File: src/hdl/assert_macros.svh
// Assertion macros shared by the command pattern screen RTL.
// Depends on nothing; included by files that carry concurrent assertions.
`ifndef ASSERT_MACROS_SVH
`define ASSERT_MACROS_SVH
`ifndef SYNTHESIS
// Implication or plain property checked on every clock edge outside reset.
`define CPS_ASSERT(lbl, clk, rst_n, prop, msg) \
  lbl: assert property (@(posedge clk) disable iff (!rst_n) (prop)) else $error(msg);
// Property that must never hold on any clock edge outside reset.
`define CPS_NEVER(lbl, clk, rst_n, prop, msg) \
  lbl: assert property (@(posedge clk) disable iff (!rst_n) !(prop)) else $error(msg);
`else
`define CPS_ASSERT(lbl, clk, rst_n, prop, msg)
`define CPS_NEVER(lbl, clk, rst_n, prop, msg)
`endif
`endif

File: src/hdl/cps_pkg.sv
// Package for the command pattern screen: item and result types, the pattern
// table and small helper functions. Depends on nothing.
package cps_pkg;

  localparam int NUM_PATS = 23;
  localparam int PAT_W    = 21;
  localparam int NUM_CAT  = 7;

  // Reason category bits of the result mask.
  localparam int CAT_RECURSIVE_DELETE = 0;
  localparam int CAT_REVERSE_SHELL    = 1;
  localparam int CAT_FORK_BOMB        = 2;
  localparam int CAT_RAW_DEVICE_WRITE = 3;
  localparam int CAT_FORMAT           = 4;
  localparam int CAT_PERMISSION       = 5;
  localparam int CAT_PIPE_TO_SHELL    = 6;

  // Helper pattern kinds; any kind below NUM_CAT is a reason category.
  localparam int KIND_DD_IF  = 7;
  localparam int KIND_OF_DEV = 8;
  localparam int KIND_DD_SP  = 9;
  localparam int KIND_DD_EQ  = 10;

  // Pattern text, right-aligned: the first character sits in the highest
  // used byte.
  localparam logic [8*PAT_W-1:0] PAT_TEXT [NUM_PATS] = '{
    "rm -rf /", "rm -rf /*", "rm -rf ~", "rm -rf $HOME", "rm -rf /*.",
    "/dev/tcp", "nc -e /bin", "ncat -e /bin", "socat exec", "bash -i >&",
    ":(){ :|:& };:", ":(){:|:&};:",
    "dd if=", "mkfs",
    "chmod -R 777 /", "chmod 777 /etc/passwd",
    "curl | sh", "curl | bash", "wget | sh", "wget | bash",
    "of=/dev", "dd ", "dd="
  };

  localparam int PAT_LEN [NUM_PATS] = '{
    8, 9, 8, 12, 10,
    8, 10, 12, 10, 10,
    13, 11,
    6, 4,
    14, 21,
    9, 11, 9, 11,
    7, 3, 3
  };

  localparam int PAT_KIND [NUM_PATS] = '{
    CAT_RECURSIVE_DELETE, CAT_RECURSIVE_DELETE, CAT_RECURSIVE_DELETE,
    CAT_RECURSIVE_DELETE, CAT_RECURSIVE_DELETE,
    CAT_REVERSE_SHELL, CAT_REVERSE_SHELL, CAT_REVERSE_SHELL,
    CAT_REVERSE_SHELL, CAT_REVERSE_SHELL,
    CAT_FORK_BOMB, CAT_FORK_BOMB,
    KIND_DD_IF, CAT_FORMAT,
    CAT_PERMISSION, CAT_PERMISSION,
    CAT_PIPE_TO_SHELL, CAT_PIPE_TO_SHELL, CAT_PIPE_TO_SHELL, CAT_PIPE_TO_SHELL,
    KIND_OF_DEV, KIND_DD_SP, KIND_DD_EQ
  };

  typedef struct packed {
    logic [7:0] cmd_byte;
    logic       has_byte;
    logic       is_last;
  } cps_item_t;

  typedef struct packed {
    logic               blocked;
    logic [NUM_CAT-1:0] reason_mask;
    logic [2:0]         reason_count;
  } cps_result_t;

  // Character k of pattern i; positions past the end read as NUL, which
  // never matches because a NUL byte ends the text before matching.
  function automatic logic [7:0] pat_char(input int i, input int k);
    if (k < PAT_LEN[i]) begin
      return PAT_TEXT[i][8*(PAT_LEN[i]-1-k) +: 8];
    end
    return 8'h00;
  endfunction

  function automatic logic [2:0] popcount7(input logic [NUM_CAT-1:0] v);
    logic [2:0] cnt;
    cnt = 3'd0;
    for (int b = 0; b < NUM_CAT; b++) begin
      cnt = cnt + {2'b00, v[b]};
    end
    return cnt;
  endfunction

endpackage

File: src/hdl/cps_matcher.sv
// Shift-and matcher of the command pattern screen: per-command match state
// and the result of the command on its last item. Depends on cps_pkg.
module cps_matcher (
  input  logic                clk_i,
  input  logic                rst_ni,
  input  logic                step_i,
  input  cps_pkg::cps_item_t  item_i,
  output cps_pkg::cps_result_t result_o
);
  import cps_pkg::*;

  logic [PAT_W-1:0]   pm_q [NUM_PATS];
  logic [PAT_W-1:0]   pm_d [NUM_PATS];
  logic [PAT_W-1:0]   prev_sh [NUM_PATS];
  logic [PAT_W-1:0]   nxt [NUM_PATS];
  logic [NUM_PATS-1:0] hit;

  logic [NUM_CAT-1:0] cat_q, cat_d, cat_hit, cat_u, cat_e;
  logic ddif_q, ddif_d, ddif_u, ddif_e;
  logic ddsp_q, ddsp_d, ddsp_u, ddsp_e;
  logic ddeq_q, ddeq_d, ddeq_u, ddeq_e;
  logic dwsp_q, dwsp_d, dwsp_u, dwsp_e;
  logic dweq_q, dweq_d, dweq_u, dweq_e;
  logic term_q, term_d;
  logic hit_ddif, hit_ofdev, hit_ddsp, hit_ddeq;
  logic take, raw;
  logic [NUM_CAT-1:0] mask;

  // A byte is matched unless it is the NUL terminator or follows one.
  assign take = item_i.has_byte && !term_q && (item_i.cmd_byte != 8'h00);

  always_comb begin
    for (int i = 0; i < NUM_PATS; i++) begin
      prev_sh[i] = {pm_q[i][PAT_W-2:0], 1'b1};
    end
  end

  always_comb begin
    cat_hit   = '0;
    hit_ddif  = 1'b0;
    hit_ofdev = 1'b0;
    hit_ddsp  = 1'b0;
    hit_ddeq  = 1'b0;
    for (int i = 0; i < NUM_PATS; i++) begin
      for (int k = 0; k < PAT_W; k++) begin
        nxt[i][k] = (item_i.cmd_byte == pat_char(i, k)) && prev_sh[i][k];
      end
      hit[i] = nxt[i][PAT_LEN[i]-1];
      if (PAT_KIND[i] < NUM_CAT) begin
        cat_hit[PAT_KIND[i]] = cat_hit[PAT_KIND[i]] | hit[i];
      end else if (PAT_KIND[i] == KIND_DD_IF) begin
        hit_ddif = hit_ddif | hit[i];
      end else if (PAT_KIND[i] == KIND_OF_DEV) begin
        hit_ofdev = hit_ofdev | hit[i];
      end else if (PAT_KIND[i] == KIND_DD_SP) begin
        hit_ddsp = hit_ddsp | hit[i];
      end else begin
        hit_ddeq = hit_ddeq | hit[i];
      end
    end
  end

  // State after this byte; an "of=/dev" only counts against anchors that
  // were already seen before it.
  assign cat_u  = cat_q | cat_hit;
  assign ddif_u = ddif_q | hit_ddif;
  assign ddsp_u = ddsp_q | hit_ddsp;
  assign ddeq_u = ddeq_q | hit_ddeq;
  assign dwsp_u = dwsp_q | (hit_ofdev && ddsp_q);
  assign dweq_u = dweq_q | (hit_ofdev && ddeq_q);

  assign cat_e  = take ? cat_u  : cat_q;
  assign ddif_e = take ? ddif_u : ddif_q;
  assign ddsp_e = take ? ddsp_u : ddsp_q;
  assign ddeq_e = take ? ddeq_u : ddeq_q;
  assign dwsp_e = take ? dwsp_u : dwsp_q;
  assign dweq_e = take ? dweq_u : dweq_q;

  assign raw = ddif_e && (ddsp_e ? dwsp_e : (ddeq_e && dweq_e));

  always_comb begin
    mask = cat_e;
    mask[CAT_RAW_DEVICE_WRITE] = mask[CAT_RAW_DEVICE_WRITE] | raw;
  end

  assign result_o.blocked      = |mask;
  assign result_o.reason_mask  = mask;
  assign result_o.reason_count = popcount7(mask);

  always_comb begin
    pm_d   = pm_q;
    cat_d  = cat_q;
    ddif_d = ddif_q;
    ddsp_d = ddsp_q;
    ddeq_d = ddeq_q;
    dwsp_d = dwsp_q;
    dweq_d = dweq_q;
    term_d = term_q;
    if (step_i) begin
      if (item_i.is_last) begin
        for (int i = 0; i < NUM_PATS; i++) begin
          pm_d[i] = '0;
        end
        cat_d  = '0;
        ddif_d = 1'b0;
        ddsp_d = 1'b0;
        ddeq_d = 1'b0;
        dwsp_d = 1'b0;
        dweq_d = 1'b0;
        term_d = 1'b0;
      end else begin
        if (item_i.has_byte && (item_i.cmd_byte == 8'h00)) begin
          term_d = 1'b1;
        end
        if (take) begin
          pm_d   = nxt;
          cat_d  = cat_u;
          ddif_d = ddif_u;
          ddsp_d = ddsp_u;
          ddeq_d = ddeq_u;
          dwsp_d = dwsp_u;
          dweq_d = dweq_u;
        end
      end
    end
  end

  always_ff @(posedge clk_i or negedge rst_ni) begin
    if (!rst_ni) begin
      for (int i = 0; i < NUM_PATS; i++) begin
        pm_q[i] <= '0;
      end
      cat_q  <= '0;
      ddif_q <= 1'b0;
      ddsp_q <= 1'b0;
      ddeq_q <= 1'b0;
      dwsp_q <= 1'b0;
      dweq_q <= 1'b0;
      term_q <= 1'b0;
    end else begin
      pm_q   <= pm_d;
      cat_q  <= cat_d;
      ddif_q <= ddif_d;
      ddsp_q <= ddsp_d;
      ddeq_q <= ddeq_d;
      dwsp_q <= dwsp_d;
      dweq_q <= dweq_d;
      term_q <= term_d;
    end
  end

endmodule

File: src/hdl/command_pattern_screen.sv
// Command pattern screen: an input transfer reaches its result through the input
// register, then the result register; one byte is taken every cycle unless a last
// item waits on a full result register, by the shift-and update of all 23 patterns.
// An asynchronous active-low reset empties both registers and clears the
// per-command match state; the block is ready in the first cycle after reset.
// Depends on cps_pkg, cps_matcher and assert_macros.svh.
`include "assert_macros.svh"
module command_pattern_screen (
  input  logic       clk_i,
  input  logic       rst_ni,
  input  logic       in_valid_i,
  output logic       in_ready_o,
  input  logic [7:0] cmd_byte_i,
  input  logic       has_byte_i,
  input  logic       is_last_i,
  output logic       out_valid_o,
  input  logic       out_ready_i,
  output logic       blocked_o,
  output logic [6:0] reason_mask_o,
  output logic [2:0] reason_count_o
);
  import cps_pkg::*;

  // Input register. Each accepted item sits here until it can retire; the
  // matcher advances its state on the same edge at which the item retires.
  logic        in_vld_q, in_vld_d;
  cps_item_t   in_q, in_d;

  // Result register. Only items marked last produce a result.
  logic        out_vld_q, out_vld_d;
  cps_result_t out_q, out_d;
  cps_result_t mres;

  // The held item may retire when it yields no result, or when the result
  // register is empty or being drained in this cycle.
  logic adv;
  assign adv = in_vld_q && (!in_q.is_last || !out_vld_q || out_ready_i);

  // A new transfer is taken whenever the input register frees up.
  assign in_ready_o = !in_vld_q || adv;

  always_comb begin
    in_vld_d = in_vld_q;
    in_d     = in_q;
    if (adv) begin
      in_vld_d = 1'b0;
    end
    if (in_valid_i && in_ready_o) begin
      in_vld_d         = 1'b1;
      in_d.cmd_byte    = cmd_byte_i;
      in_d.has_byte    = has_byte_i;
      in_d.is_last     = is_last_i;
    end
  end

  cps_matcher u_matcher (
    .clk_i    (clk_i),
    .rst_ni   (rst_ni),
    .step_i   (adv),
    .item_i   (in_q),
    .result_o (mres)
  );

  always_comb begin
    out_vld_d = out_vld_q;
    out_d     = out_q;
    if (out_vld_q && out_ready_i) begin
      out_vld_d = 1'b0;
    end
    if (adv && in_q.is_last) begin
      out_vld_d = 1'b1;
      out_d     = mres;
    end
  end

  always_ff @(posedge clk_i or negedge rst_ni) begin
    if (!rst_ni) begin
      in_vld_q  <= 1'b0;
      out_vld_q <= 1'b0;
    end else begin
      in_vld_q  <= in_vld_d;
      out_vld_q <= out_vld_d;
    end
  end

  // Payload registers carry no reset.
  always_ff @(posedge clk_i) begin
    in_q  <= in_d;
    out_q <= out_d;
  end

  assign out_valid_o    = out_vld_q;
  assign blocked_o      = out_q.blocked;
  assign reason_mask_o  = out_q.reason_mask;
  assign reason_count_o = out_q.reason_count;

  // A stalled item in the input register must still be there next cycle.
  `CPS_ASSERT(a_in_hold, clk_i, rst_ni, in_vld_q && !adv |=> in_vld_q, "input item lost")
  // A result appears only after a last item has retired.
  `CPS_ASSERT(a_out_src, clk_i, rst_ni, $rose(out_vld_q) |-> $past(adv && in_q.is_last), "result without a last item")
  // The count always agrees with the mask it reports.
  `CPS_ASSERT(a_count, clk_i, rst_ni, out_vld_q |-> (out_q.reason_count == 3'($countones(out_q.reason_mask))), "reason count mismatch")
  // A last item never retires over a pending result that is not drained.
  `CPS_NEVER(a_no_ovwr, clk_i, rst_ni, adv && in_q.is_last && out_vld_q && !out_ready_i, "result overwritten")

endmodule
File: config.mk
export PLATFORM = sky130hd
export DESIGN_NAME = command_pattern_screen
export DESIGN_NICKNAME = d
export VERILOG_FILES = /design/src/hdl/cps_pkg.sv /design/src/hdl/cps_matcher.sv /design/src/hdl/command_pattern_screen.sv
export VERILOG_INCLUDE_DIRS = /design/src /design/src/hdl
export SDC_FILE = /design/constraint.sdc
export NUM_CORES = 1
export LEC_CHECK = 0
export BUFFER_PORTS_ARGS = -buffer_cell sky130_fd_sc_hd__buf_2
export CAP_MARGIN = 30
export CORE_MARGIN = 2
export CORE_UTILIZATION = 60
export CTS_CLUSTER_SIZE = 8
export DETAILED_ROUTE_END_ITERATION = 8
export GPL_ROUTABILITY_DRIVEN = 0
export PLACE_DENSITY = 0.78
export REMOVE_ABC_BUFFERS = 1
export SYNTH_ARGS = -nofsm -noshare
export SYNTH_HDL_FRONTEND = slang
export SYNTH_SLANG_ARGS = --single-unit
File: constraint.sdc
create_clock -name clk_i -period 11.8 [get_ports clk_i]
set_input_delay 2.36 -clock clk_i [delete_from_list [all_inputs] [get_ports clk_i]]
set_output_delay 2.36 -clock clk_i [all_outputs]
set_load 0.01 [all_outputs]
==> run metrics <==
status completed; pre-CTS WS 6.593 ns; Seq/Total Area, Yosys 0.6331; maximum clock insertion buffer count 2; CTS root buffer clkbuf_16; worst-path cell chain buf_2, inv_1, nand4_1, buf_2; final WL 15020 µm; worst skew pair latency 0.43 ns; slowest CP cell buf_2; vias in the first global route 4717; CP Data Arrival Time 2.86 ns; core box area 11320 µm²; cell taking the most area after synthesis dfrtp_1; period utilization 0.4420; Slew HR 0.3276; Final nets 602; Post-synth EDFFs 21; count leader, synth dfrtp_1; # rows 39; max frequency 191.7 MHz; Max stage delay on crit path 0.20 ns; DRC Markers 0; Die W 111.4 µm; RR Startpoint in_q[2]; DIE AREA 12420 µm²; synthesis-to-finish area growth 12.59%; clk_skew 0.006362 ns; CTS Hold Bufs 0; Synth Cell Area 6925 µm²; Slew @ Worst Pin 0.9993 ns; Starting Density 0.6117; Tmin final 5.216 ns; Yosys warning total 0; Synth top area share 0.5420; Max Slew Vio Count 0; unrepaired setup endpoints after global routing no; largest cells by area after synthesis dfrtp_1, a22o_1, edfxtp_1; first-pass GRT wire length 24900 µm; endpoints failing hold 0; Min Hold Slack 0.4772 ns; critical path depth 4; Setup TNS Final 0 ns; cts bufs inserted 17; ys async rst share 0.8772; Fillers 807; buffers plus inverters on the worst setup path 3; Post-synth top flop dfrtp_1; via count 4770; Sink Count 171; Critical Path Source Type primary input; # resized after CTS 0; crit-path most repeated cell buf_2; share of layout cells above drive strength 1 0.1227; CTS clk-pin slew, worst paths 0.06 ns; gr usage total 0.2590; Hold Path Depth 1; antenna violations before repair 0; router iterations before antenna repair 5; Core Util, Final 0.6888; Setup Buffers After CTS 0; DR WL/cell 20.35 µm; First DRT Iteration DRCs 517; Worst Setup End Kind primary output; largest net degree at the start of global routing 100; Ant. Diodes 0; DR vias/cell 6.463; leakage 0.003664 µW; CP top delay family buffers and inverters; Hold Crit Class reg2reg; max-cap viol count 0; WS Path Type in2out; Post-synth top cells dfrtp_1, a22o_1, nand2_1; Max VDD drop 0.0001295 V; Pwr Density 155.6 nW/µm²; Mapped Cells 561; DP HPWL 9749 µm; CTS tree built; Required @ worst endpoint 9.44 ns; Hold Startpoint u_matcher.pm_q[273]; PortBufs 26; reg2reg end reason_count_o[1]; Setup WS post-layout 6.584 ns; number of distinct library cells after synthesis 50; aggregate global routing overflow 0; Worst Reg-to-Reg Cells 14; CTS H-tree lvls 4; reg-to-reg setup timing slack 7.41 ns; die outline height 111.4 µm; Final ANT Viol Nets 0; Ports 27; final setup vio count 0; Synth Register Bits 171; WHS Endpoint u_matcher.pm_q[273]; CP Max Fanout 3; Avg Cell Area, Syn 12.34 µm²
## worst max path at each step
stage / startpoint / to / slack [ns]
2_1_floorplan: in_q[2] / u_matcher.pm_q[174] / 6.73
3_3_place_gp: out_ready_i / in_ready_o / 6.61
3_5_place_dp: out_ready_i / in_ready_o / 6.59
4_1_cts: out_ready_i / in_ready_o / 6.59
5_1_grt: out_ready_i / in_ready_o / 6.55
6_report: out_ready_i / in_ready_o / 6.58
## layout make-up
| class | instances | area, µm² | area share |
|---|---|---|---|
| Clock inverter | 10 | 112.6 | 0.01444 |
| Multi-Input combinational cell | 337 | 2305 | 0.2956 |
| Inverter | 22 | 82.58 | 0.01059 |
| Tap cell | 143 | 178.9 | 0.02295 |
| Clock buffer | 22 | 485.5 | 0.06226 |
| Timing Repair Buffer | 33 | 249.0 | 0.03193 |
| Sequential cell | 171 | 4384 | 0.5623 |
## kinds of logic (layout without fill, tap and decap cells)
family	count (synthesis)	count (layout)	share of synthesized area
compound gates	166	166	0.1893
xor+xnor	1	1	0.001265
fa+ha+maj	6	6	0.01409
buf+inv	53	87	0.03523
flops	171	171	0.6331
mux	1	1	0.001626
simple gates	163	163	0.1254
## state kept, by name, indices dropped and copies added (netlist names)
signal and count:
u_matcher.cat_q 6, u_matcher.dweq_q 1, out_valid_o 1, blocked_o 1, u_matcher.ddif_q 1, in_q 10
u_matcher.ddsp_q 1, reason_count_o 3, u_matcher.ddeq_q 1, u_matcher.dwsp_q 1, u_matcher.pm_q 136, u_matcher.term_q 1
reason_mask_o 7, in_vld_q 1
## per-stage QoR
stage | total power (µW) | instance area (µm²) | instances
2_1_floorplan | 639.1 | 6764 | 530
3_3_place_gp | 662.7 | 7117 | 703
3_5_place_dp | 665.8 | 7172 | 705
4_1_cts | 1218 | 7770 | 737
5_1_grt | 1253 | 7797 | 738
6_report | 1213 | 7797 | 738
## per-layer routing
metal / part of all wire / vias to the layer above / routed length, µm / track usage
li1: - / 2125 / - / -
met1: 0.45 / 2400 / 6731 / 0.3734
met2: 0.46 / 204 / 6890 / 0.3760
met3: 0.064 / 41 / 968 / 0.06641
met4: 0.029 / 0 / 429 / 0.1185
met5: 0 / - / 0 / 0
## cell usage in the layout, fill, tap and decap left out, drive strengths merged, types with 5 or more instances in the layout
cell type	n
a32o	17
a21o	10
edfxtp	21
o31ai	7
nor2b	8
dfrtp	150
nor2	33
inv	23
nand3	18
a22o	82
clkbuf	22
a41oi	5
buf	33
o21ai	25
and2	10
clkinv	5
nand2	46
nor4bb	5
nand4	8
and3	9
a21oi	12
## power by group
group	internal (µW)	leakage, µW	switching, µW
clock	335	0.000291	221
combinational	12.0	0.00107	37.1
sequential	601	0.00230	6.76
## worst reg2reg max path, cell delays in order (launching register included)
cell and delay (ns):
edfxtp_1 0.59, nor4_1 0.93, nand3_1 0.18, o211ai_1 0.21, a21oi_1 0.16, inv_1 0.10, ha_1 0.23, inv_1 0.08
fa_1 0.43, fa_1 0.47, inv_1 0.07, ha_1 0.14, inv_1 0.05, fa_1 0.48, inv_1 0.04
Note: power is estimated with default switching activity, not from simulation.
